==> config.mk <==
export PLATFORM = sky130hd
export DESIGN_NAME = householder_vector_generate_top_flat
export DESIGN_NICKNAME = d
export VERILOG_FILES = /design/src/rtl/hvg_pkg.sv /design/src/rtl/hvg_stream_if.sv /design/src/rtl/hvg_ctrl.sv /design/src/rtl/hvg_datapath.sv /design/src/rtl/householder_vector_generate_top.sv /design/src/flat_wrapper.sv
export SDC_FILE = /design/constraint.sdc
export NUM_CORES = 2
export LEC_CHECK = 0
export BUFFER_PORTS_ARGS = -buffer_cell sky130_fd_sc_hd__buf_2
export CORE_ASPECT_RATIO = 1.75
export CORE_MARGIN = 2
export CORE_UTILIZATION = 55
export DETAILED_ROUTE_END_ITERATION = 12
export PLACE_DENSITY = 0.69
export SYNTH_ARGS = -nofsm -noshare
export SYNTH_HDL_FRONTEND = slang
export SYNTH_SLANG_ARGS = --single-unit
==> constraint.sdc <==
create_clock -name clock -period 24.7 [get_ports clock]
set_input_delay 4.94 -clock clock [delete_from_list [all_inputs] [get_ports clock]]
set_output_delay 4.94 -clock clock [all_outputs]
set_load 0.02 [all_outputs]
==> src/rtl/hvg_pkg.sv <==
`timescale 1ns / 1ps
// Shared widths, constants and the controller command struct for the
// Householder vector generator. No dependencies.
package hvg_pkg;

   localparam int ELEM_W   = 24;
   localparam int SQ_W     = 2 * ELEM_W - 1;
   localparam int SUM_W    = 53;
   localparam int RAD_W    = SUM_W + 1;
   localparam int ROOT_W   = RAD_W / 2;
   localparam int REM_W    = ROOT_W + 1;
   localparam int APM_W    = ROOT_W + 1;
   localparam int DEN_W    = ROOT_W + APM_W;
   localparam int THR_W    = 24;
   localparam int OUT_W    = 28;
   localparam int BETA_W   = 32;
   localparam int NUM_SHIFT = 48;

   localparam int SQRT_STEPS = ROOT_W;
   localparam int DIV_STEPS  = NUM_SHIFT + 1;
   localparam int CNT_W      = $clog2(DIV_STEPS);

   localparam logic [THR_W-1:0] THR_RESET = THR_W'(1);
   // A denominator at or below 2^(NUM_SHIFT-BETA_W) yields a quotient past the beta range.
   localparam logic [DEN_W-1:0] DEN_SAT_LIMIT = DEN_W'(1) << (NUM_SHIFT - BETA_W);

   typedef struct packed {
      logic accept;
      logic sqrt_load;
      logic sqrt_step;
      logic den_load;
      logic div_step;
      logic out_load;
   } cmd_type;

endpackage

==> src/rtl/hvg_stream_if.sv <==
`timescale 1ns / 1ps
// Valid/ready channel interfaces for requests and results.
// Depends on hvg_pkg for field widths.
interface hvg_req_if;
   logic                                 valid;
   logic                                 ready;
   logic signed [hvg_pkg::ELEM_W-1:0]    element_value;
   logic                                 last_element;
   modport source (output valid, element_value, last_element, input ready);
   modport sink (input valid, element_value, last_element, output ready);
endinterface

interface hvg_rsp_if;
   logic                                 valid;
   logic                                 ready;
   logic signed [hvg_pkg::OUT_W-1:0]     new_pivot;
   logic        [hvg_pkg::BETA_W-1:0]    beta_out;
   logic signed [hvg_pkg::OUT_W-1:0]     phi_out;
   modport source (output valid, new_pivot, beta_out, phi_out, input ready);
   modport sink (input valid, new_pivot, beta_out, phi_out, output ready);
endinterface

==> src/rtl/hvg_ctrl.sv <==
`timescale 1ns / 1ps
// Sequencer for the generator: accumulation, square root, multiply, divide
// and result hand-off. Depends on hvg_pkg.
module hvg_ctrl (
   input  logic             clock,
   input  logic             reset,
   input  logic             req_valid,
   input  logic             req_last,
   output logic             req_ready,
   input  logic             rsp_ready,
   output logic             rsp_valid,
   output hvg_pkg::cmd_type cmd
);

   typedef enum logic [2:0] {
      ST_ACCUM, ST_DRAIN, ST_LOAD, ST_SQRT, ST_MULT, ST_DIV, ST_FINISH
   } state_type;

   state_type                     state_ff, state_in;
   logic [hvg_pkg::CNT_W-1:0]     cnt_ff, cnt_in;
   logic                          rsp_valid_ff, rsp_valid_in;
   logic                          slot_free;

   assign slot_free = !rsp_valid_ff || rsp_ready;
   assign req_ready = (state_ff == ST_ACCUM);
   assign rsp_valid = rsp_valid_ff;

   always_comb begin
      cmd           = '0;
      cmd.accept    = (state_ff == ST_ACCUM) && req_valid;
      cmd.sqrt_load = (state_ff == ST_LOAD);
      cmd.sqrt_step = (state_ff == ST_SQRT);
      cmd.den_load  = (state_ff == ST_MULT);
      cmd.div_step  = (state_ff == ST_DIV);
      cmd.out_load  = (state_ff == ST_FINISH) && slot_free;
   end

   always_comb begin
      state_in     = state_ff;
      cnt_in       = cnt_ff;
      rsp_valid_in = rsp_valid_ff && !rsp_ready;
      unique case (state_ff)
         ST_ACCUM: begin
            if (req_valid && req_last) state_in = ST_DRAIN;
         end
         ST_DRAIN: state_in = ST_LOAD;
         ST_LOAD: begin
            cnt_in   = hvg_pkg::CNT_W'(hvg_pkg::SQRT_STEPS - 1);
            state_in = ST_SQRT;
         end
         ST_SQRT: begin
            cnt_in = cnt_ff - 1'b1;
            if (cnt_ff == '0) state_in = ST_MULT;
         end
         ST_MULT: begin
            cnt_in   = hvg_pkg::CNT_W'(hvg_pkg::DIV_STEPS - 1);
            state_in = ST_DIV;
         end
         ST_DIV: begin
            cnt_in = cnt_ff - 1'b1;
            if (cnt_ff == '0) state_in = ST_FINISH;
         end
         ST_FINISH: begin
            if (slot_free) begin
               rsp_valid_in = 1'b1;
               state_in     = ST_ACCUM;
            end
         end
         default: state_in = ST_ACCUM;
      endcase
   end

   always_ff @(posedge clock) begin
      if (reset) begin
         state_ff     <= ST_ACCUM;
         cnt_ff       <= '0;
         rsp_valid_ff <= 1'b0;
      end else begin
         state_ff     <= state_in;
         cnt_ff       <= cnt_in;
         rsp_valid_ff <= rsp_valid_in;
      end
   end

endmodule

==> src/rtl/hvg_datapath.sv <==
`timescale 1ns / 1ps
// Datapath: squaring accumulator, digit-by-digit square root, denominator
// multiplier, restoring divider and result registers. Depends on hvg_pkg.
module hvg_datapath (
   input  logic                                clock,
   input  logic                                reset,
   input  hvg_pkg::cmd_type                    cmd,
   input  logic                                csr_write_en,
   input  logic        [hvg_pkg::THR_W-1:0]    csr_write_data,
   input  logic signed [hvg_pkg::ELEM_W-1:0]   req_element_value,
   input  logic                                req_last_element,
   output logic signed [hvg_pkg::OUT_W-1:0]    rsp_new_pivot,
   output logic        [hvg_pkg::BETA_W-1:0]   rsp_beta_out,
   output logic signed [hvg_pkg::OUT_W-1:0]    rsp_phi_out
);

   localparam int EW = hvg_pkg::ELEM_W;
   localparam int OW = hvg_pkg::OUT_W;
   localparam int RW = hvg_pkg::ROOT_W;

   logic [hvg_pkg::THR_W-1:0]   thr_ff;
   logic                        awaiting_ff;
   logic [EW-1:0]               pivot_ff;
   logic [hvg_pkg::SQ_W-1:0]    sq_ff;
   logic                        sq_valid_ff;
   logic [hvg_pkg::SUM_W-1:0]   sum_ff, sum_in;
   logic [hvg_pkg::RAD_W-1:0]   rad_ff;
   logic [hvg_pkg::REM_W-1:0]   srem_ff;
   logic [RW-1:0]               root_ff;
   logic [hvg_pkg::DEN_W-1:0]   den_ff;
   logic [hvg_pkg::DEN_W-1:0]   drem_ff;
   logic                        num_ff;
   logic [hvg_pkg::BETA_W-1:0]  quot_ff;
   logic signed [OW-1:0]        new_pivot_ff, phi_ff;
   logic [hvg_pkg::BETA_W-1:0]  beta_ff;

   logic [EW-1:0]               elem_mag, pivot_mag;
   logic [hvg_pkg::SUM_W:0]     sum_wide;
   logic [hvg_pkg::REM_W+1:0]   srem_sh, s_trial;
   logic [hvg_pkg::APM_W-1:0]   alpha_pm;
   logic [hvg_pkg::DEN_W-1:0]   den_in;
   logic [hvg_pkg::DEN_W:0]     drem_sh, d_trial;
   logic [OW-1:0]               pivot_x, alpha_x;
   logic [hvg_pkg::BETA_W-1:0]  beta_in;

   assign elem_mag  = req_element_value[EW-1] ? (~req_element_value + 1'b1)
                                               : req_element_value;
   assign pivot_mag = pivot_ff[EW-1] ? (~pivot_ff + 1'b1) : pivot_ff;

   // saturate the running sum at its full width
   assign sum_wide = {1'b0, sum_ff} + (hvg_pkg::SUM_W + 1)'(sq_ff);
   always_comb begin
      sum_in = sum_ff;
      if (sq_valid_ff) begin
         sum_in = sum_wide[hvg_pkg::SUM_W] ? '1 : sum_wide[hvg_pkg::SUM_W-1:0];
      end
   end

   assign srem_sh = {srem_ff, rad_ff[hvg_pkg::RAD_W-1 -: 2]};
   assign s_trial = {1'b0, root_ff, 2'b01};

   assign alpha_pm = hvg_pkg::APM_W'(root_ff) + hvg_pkg::APM_W'(pivot_mag);
   assign den_in   = root_ff * alpha_pm;

   assign drem_sh = {drem_ff, num_ff};
   assign d_trial = {1'b0, den_ff};

   assign pivot_x = {{(OW-EW){pivot_ff[EW-1]}}, pivot_ff};
   assign alpha_x = OW'(root_ff);

   always_comb begin
      priority if ({3'b000, root_ff} < (RW + 3)'(thr_ff)) begin
         beta_in = '0;
      end else if (den_ff <= hvg_pkg::DEN_SAT_LIMIT) begin
         beta_in = '1;
      end else begin
         beta_in = quot_ff;
      end
   end

   always_ff @(posedge clock) begin
      if (reset) begin
         thr_ff      <= hvg_pkg::THR_RESET;
         awaiting_ff <= 1'b1;
         sq_valid_ff <= 1'b0;
         sum_ff      <= '0;
      end else begin
         if (csr_write_en) thr_ff <= csr_write_data;
         sq_valid_ff <= cmd.accept;
         if (cmd.accept) awaiting_ff <= req_last_element;
         // hand the finished sum to the root unit and start afresh
         sum_ff <= cmd.sqrt_load ? '0 : sum_in;
      end
   end

   always_ff @(posedge clock) begin
      if (cmd.accept) begin
         sq_ff <= hvg_pkg::SQ_W'(elem_mag * elem_mag);
         if (awaiting_ff) pivot_ff <= req_element_value;
      end
      if (cmd.sqrt_load) begin
         rad_ff  <= {1'b0, sum_ff};
         srem_ff <= '0;
         root_ff <= '0;
      end else if (cmd.sqrt_step) begin
         rad_ff <= rad_ff << 2;
         if (srem_sh >= s_trial) begin
            srem_ff <= hvg_pkg::REM_W'(srem_sh - s_trial);
            root_ff <= {root_ff[RW-2:0], 1'b1};
         end else begin
            srem_ff <= hvg_pkg::REM_W'(srem_sh);
            root_ff <= {root_ff[RW-2:0], 1'b0};
         end
      end
      if (cmd.den_load) begin
         den_ff  <= den_in;
         drem_ff <= '0;
         num_ff  <= 1'b1;
         quot_ff <= '0;
      end else if (cmd.div_step) begin
         num_ff <= 1'b0;
         if (drem_sh >= d_trial) begin
            drem_ff <= hvg_pkg::DEN_W'(drem_sh - d_trial);
            quot_ff <= {quot_ff[hvg_pkg::BETA_W-2:0], 1'b1};
         end else begin
            drem_ff <= hvg_pkg::DEN_W'(drem_sh);
            quot_ff <= {quot_ff[hvg_pkg::BETA_W-2:0], 1'b0};
         end
      end
      if (cmd.out_load) begin
         beta_ff <= beta_in;
         if (pivot_ff[EW-1]) begin
            new_pivot_ff <= pivot_x - alpha_x;
            phi_ff       <= alpha_x;
         end else begin
            new_pivot_ff <= pivot_x + alpha_x;
            phi_ff       <= '0 - alpha_x;
         end
      end
   end

   assign rsp_new_pivot = new_pivot_ff;
   assign rsp_beta_out  = beta_ff;
   assign rsp_phi_out   = phi_ff;

endmodule

==> src/rtl/householder_vector_generate_top.sv <==
`timescale 1ns / 1ps
// Top level of the Householder vector generator.
// Depends on hvg_pkg, hvg_stream_if, hvg_ctrl and hvg_datapath.
//
// Usage:
//   req   - valid/ready channel, one vector element (signed Q8.16) per request,
//           the first request of a run is the pivot, last_element closes it.
//   rsp   - valid/ready channel, one result per run: new pivot, beta (Q16.16,
//           saturating, zero below the threshold) and phi.
//   csr_* - write port for the zero-norm threshold (Q8.16); write only while idle.
// Throughput: one request per cycle while a run accumulates; the squarer is
//   registered ahead of the saturating adder.
// Sequence from the last request to rsp.valid: drain the squarer, load
//   the root unit, 27 root steps (two radicand bits each), a multiply for
//   alpha*(alpha+|pivot|), 49 restoring divide steps of 2^48 by that
//   product, then register the result.
// req.ready is low from the last request of a run until its result is
//   registered. The result register frees the core: a new run accumulates while
//   the previous result waits; a stalled receiver holds only the finish step.
// Reset: synchronous, active high; clears the sum, sets the threshold to one
//   LSB and arms pivot capture.
module householder_vector_generate_top (
   input  logic                           clock,
   input  logic                           reset,
   hvg_req_if.sink                        req,
   hvg_rsp_if.source                      rsp,
   input  logic                           csr_write_en,
   input  logic [hvg_pkg::THR_W-1:0]      csr_write_data
);

   hvg_pkg::cmd_type cmd;

   // sequencing and handshakes
   hvg_ctrl u_ctrl (
      .clock     (clock),
      .reset     (reset),
      .req_valid (req.valid),
      .req_last  (req.last_element),
      .req_ready (req.ready),
      .rsp_ready (rsp.ready),
      .rsp_valid (rsp.valid),
      .cmd       (cmd)
   );

   // arithmetic and result registers
   hvg_datapath u_datapath (
      .clock             (clock),
      .reset             (reset),
      .cmd               (cmd),
      .csr_write_en      (csr_write_en),
      .csr_write_data    (csr_write_data),
      .req_element_value (req.element_value),
      .req_last_element  (req.last_element),
      .rsp_new_pivot     (rsp.new_pivot),
      .rsp_beta_out      (rsp.beta_out),
      .rsp_phi_out       (rsp.phi_out)
   );

endmodule
==> src/flat_wrapper.sv <==
// flat-port wrapper written by rule: the top's interface ports become plain ports
module householder_vector_generate_top_flat 
  (clock, reset, csr_write_en, csr_write_data, req_valid, req_element_value, req_last_element, req_ready, rsp_valid, rsp_new_pivot, rsp_beta_out, rsp_phi_out, rsp_ready);
  hvg_req_if req_i ();
  hvg_rsp_if rsp_i ();
  input  logic clock;
  input  logic reset;
  input  logic csr_write_en;
  input  logic [hvg_pkg::THR_W-1:0] csr_write_data;
  input wire logic [$bits(req_i.valid)-1:0] req_valid;
  input wire logic [$bits(req_i.element_value)-1:0] req_element_value;
  input wire logic [$bits(req_i.last_element)-1:0] req_last_element;
  output wire logic [$bits(req_i.ready)-1:0] req_ready;
  output wire logic [$bits(rsp_i.valid)-1:0] rsp_valid;
  output wire logic [$bits(rsp_i.new_pivot)-1:0] rsp_new_pivot;
  output wire logic [$bits(rsp_i.beta_out)-1:0] rsp_beta_out;
  output wire logic [$bits(rsp_i.phi_out)-1:0] rsp_phi_out;
  input wire logic [$bits(rsp_i.ready)-1:0] rsp_ready;
  assign req_i.valid = req_valid;
  assign req_i.element_value = req_element_value;
  assign req_i.last_element = req_last_element;
  assign req_ready = req_i.ready;
  assign rsp_valid = rsp_i.valid;
  assign rsp_new_pivot = rsp_i.new_pivot;
  assign rsp_beta_out = rsp_i.beta_out;
  assign rsp_phi_out = rsp_i.phi_out;
  assign rsp_i.ready = rsp_ready;
  householder_vector_generate_top u_core (.clock(clock), .reset(reset), .req(req_i), .rsp(rsp_i), .csr_write_en(csr_write_en), .csr_write_data(csr_write_data));
endmodule
==> Implementation_results.wiki <==
{| class="wikitable"
! Metric !! Value
|-
| Post CTS Setup Buffer Count || 0
|-
| Most used cells in the layout excluding fill and tap cells || sky130_fd_sc_hd__inv_1 (1355), sky130_fd_sc_hd__fa_1 (1073), sky130_fd_sc_hd__nand2_1 (762)
|-
| Share of Yosys cell area claimed by the top area cell type || 0.3126
|-
| Highest net fanout along the worst path || 22
|-
| Final-report setup violation count || 0
|-
| Number of standard cells in the layout, taps in and fillers out || 9224
|-
| Global-route wire length before repair || 344.1 mm
|-
| Slew Viols, Final || 0
|-
| EDFF count, synth || 266
|-
| Slowest library cell on the worst path || sky130_fd_sc_hd__inv_1
|-
| Commonest non-fill, non-tap cell in the layout || sky130_fd_sc_hd__inv_1
|-
| Cell accounting for the most synthesized area || sky130_fd_sc_hd__fa_1
|-
| Area of the core || 124100 µm²
|-
| Category of the worst setup path launch point || input port
|-
| Number of buffers created by CTS || 53
|-
| Number of design rule violations left after detail routing || 0
|-
| Worst slew slack as a fraction of its limit || 0.2097
|-
| Largest net degree at the start of global routing || 88
|-
| Commonest register cell after synthesis || sky130_fd_sc_hd__edfxtp_1
|-
| Via count of the first global-routing pass || 59230
|-
| Share of cell area taken by muxes after synthesis || 0.01480
|-
| Mean area per synthesized cell || 9.108 µm²
|-
| Half-perimeter wire length after detailed placement || 173.8 mm
|-
| CP Buf/Inv Count || 7
|-
| Post-Route Setup TNS || 0 ps
|-
| Iter 0 DRT Violations || 3942
|-
| Synth Area in Compound Gates || 0.1094
|-
| Data arrival time of the worst path || 15170 ps
|-
| Slowest stage delay, CP || 650 ps
|-
| Transition time at the pin with the least slew margin || 1184 ps
|-
| Synthesis-to-finish area growth || 6.616%
|-
| Setup CP Type || input port to register
|-
| Post-route clock period utilization || 0.5970
|-
| Final Wtd Congestion || 1.014
|-
| Port Buffers || 143
|-
| Synthesized-area fraction occupied by xor and xnor cells || 0.04232
|-
| Number of distinct standard cells referenced by the synthesized netlist || 85
|-
| Data required time of the worst path || 25130 ps
|-
| Remaining antenna violation count || 0
|-
| TritonCTS clock tree || built
|-
| Result of the run || finished, final reports clean
|-
| RSZ-0062 raised after global routing || false
|-
| Share of synthesized cell area in full adder, half adder and majority cells || 0.4173
|-
| Fin area || 73260 µm²
|-
| Biggest area contributors in the synthesized netlist || sky130_fd_sc_hd__fa_1 (31%), sky130_fd_sc_hd__edfxtp_1 (12%), sky130_fd_sc_hd__ha_1 (10%)
|-
| Initial antenna violation count || 13
|-
| Combined global-route utilization of all metal layers || 0.3622
|-
| Post-synthesis share of cell area spent on and, or, nand and nor gates || 0.1380
|-
| #FFs+latches synth || 499
|-
| Row count || 171
|-
| Resize count post-CTS || 0
|-
| CTS clk-pin slew, worst paths || 60 ps
|-
| Die footprint || 127900 µm²
|-
| Minimum clock period || 14750 ps
|-
| Family with the most delay on the worst path || adder cells
|-
| Mapped cell area || 68710 µm²
|-
| Boundary pin count || 144
|-
| Number of warnings printed during yosys synthesis || 0
|-
| Class of the tightest hold or removal check || register to register
|-
| DRT Wirelength || 227.4 mm
|-
| Worst Clk Skew || 48.24 ps
|-
| Post-Place Cells || 9119
|-
| Number of detailed-routing iterations run before antenna repair || 6
|-
| Combinational family with the most area after synthesis || adder cells
|-
| Number of vias after detailed routing || 54790
|-
| Cell occurring most often along the worst timing path || sky130_fd_sc_hd__fa_1
|-
| Fraction of final layout cells with drive strength greater than 1 || 0.06455
|-
| Vert. Die Dim || 471.6 µm
|-
| Fraction of synthesis flops using an asynchronous set or reset pin || 0
|-
| Achievable clock frequency || 67.81 MHz
|-
| Clock tree buffer depth || 3
|-
| Average detailed-routed wire length per instance || 24.65 µm
|-
| Final #Nets || 9233
|-
| Number of failing hold endpoints at the final stage || 0
|-
| Insertion delay to the later sink of the worst-skew pair || 710 ps
|-
| Cell at the root of the clock tree || sky130_fd_sc_hd__clkbuf_16
|-
| Max-cap violations || 0
|-
| Standard cell area after detailed placement || 71490 µm²
|-
| Number of cells produced by synthesis || 7544
|-
| Post-detailed-route via-to-cell ratio || 5.940
|-
| Final global-route overflow total || 0
|-
| H-Tree Level Count || 2
|-
| Proportion of synthesized chip area in sequential cells || 0.1841
|-
| Crit path capture type || register
|-
| Fillers || 10930
|-
| Initial Util || 0.5537
|-
| Number of clock sinks || 499
|-
| CTS Hold Bufs || 0
|-
| Die W || 271.2 µm
|}
## stage by stage
step                        util  worst slack, ps  hold WS, ps
after floorplan                -            11250        416.3
after global placement    0.5761             9629        429.2
after detailed placement  0.5761             9405        438.0
after CTS                 0.5902            10080        446.2
after global routing      0.5903             9487        474.9
final                     0.5903             9954        445.2
## worst min-delay path, stage by stage (launching register included)
cell and delay [ps]:
sky130_fd_sc_hd__dfxtp_1 310, sky130_fd_sc_hd__nand2_1 50, sky130_fd_sc_hd__nand2_1 40
## state kept, by name, indices dropped and copies added (netlist names), 3 cells and up
signal / flops
u_core.u_datapath.thr_ff: 24
u_core.u_datapath.pivot_ff: 24
u_core.u_datapath.rsp_phi_out: 28
u_core.u_datapath.sq_ff: 46
u_core.u_ctrl.state_ff: 3
u_core.u_datapath.root_ff: 27
u_core.u_datapath.quot_ff: 32
u_core.u_datapath.sum_ff: 53
u_core.u_datapath.rsp_new_pivot: 28
u_core.u_ctrl.cnt_ff: 6
u_core.u_datapath.srem_ff: 28
u_core.u_datapath.rsp_beta_out: 32
u_core.u_datapath.drem_ff: 55
u_core.u_datapath.rad_ff: 54
u_core.u_datapath.den_ff: 55
## layer usage
metal,wire length (µm),share of wire,global-route usage,vias to the layer above
met3,16340,0.072,0.07365,1209
met5,70,0.00031,0,-
li1,-,-,-,24010
met1,69560,0.31,0.3442,27070
met2,113200,0.50,0.6406,2491
met4,28220,0.12,0.3502,10
## layout make-up
class	count	area [µm²]	share of cell area
Clock inverter	33	326.6	0.004458
Clock buffer	67	1429	0.01951
Inverter	1381	5186	0.07080
Antenna cell	5	12.51	0.0001708
Timing Repair Buffer	246	1489	0.02032
Tap cell	1643	2056	0.02806
Multi-Input combinational cell	5350	50090	0.6838
Sequential cell	499	12670	0.1729
## synth_stat cells, drive strengths merged, types with 13 or more instances
cell / instances
inv: 1362
fa: 1073
nand2: 762
ha: 575
nor2: 522
a21oi: 393
clkbuf: 303
o21ai: 303
edfxtp: 266
and2: 258
dfxtp: 233
xnor2: 233
a21o: 137
nand2b: 114
nand3: 110
xor2: 99
o21a: 71
nor3: 65
mux2: 53
nand4: 50
o21bai: 49
mux2i: 42
a211oi: 40
nor2b: 37
a31oi: 34
and3: 30
nor4: 30
o31ai: 29
buf: 26
or2: 20
clkinv: 19
o211ai: 18
and4: 14
o41ai: 14
a41oi: 13
## logic make-up after synthesis
logic type                 count (synthesis)
and+or+nand+nor                         2049
buffers and inverters                   1710
adders and majority gates               1648
AOI/OAI and AO/OA                       1209
DFF                                      499
xor gates and xnor gates                 332
muxes                                     95
other                                      2
## path summary, 6_finish.rpt
kind,startpoint,endpoint,slack [ps],cells past startpoint
max,req_element_value[0],u_core.u_datapath.sq_ff[45],9950,31
min,u_core.u_datapath.quot_ff[31],u_core.u_datapath.quot_ff[31],450,2
min reg2reg,u_core.u_datapath.quot_ff[31],u_core.u_datapath.quot_ff[31],450,2
max reg2reg,u_core.u_datapath.pivot_ff[23],u_core.u_datapath.den_ff[53],12260,43
Power is not shown: default switching activity piles up to over one toggle a cycle in this logic, so the estimate is an artifact.
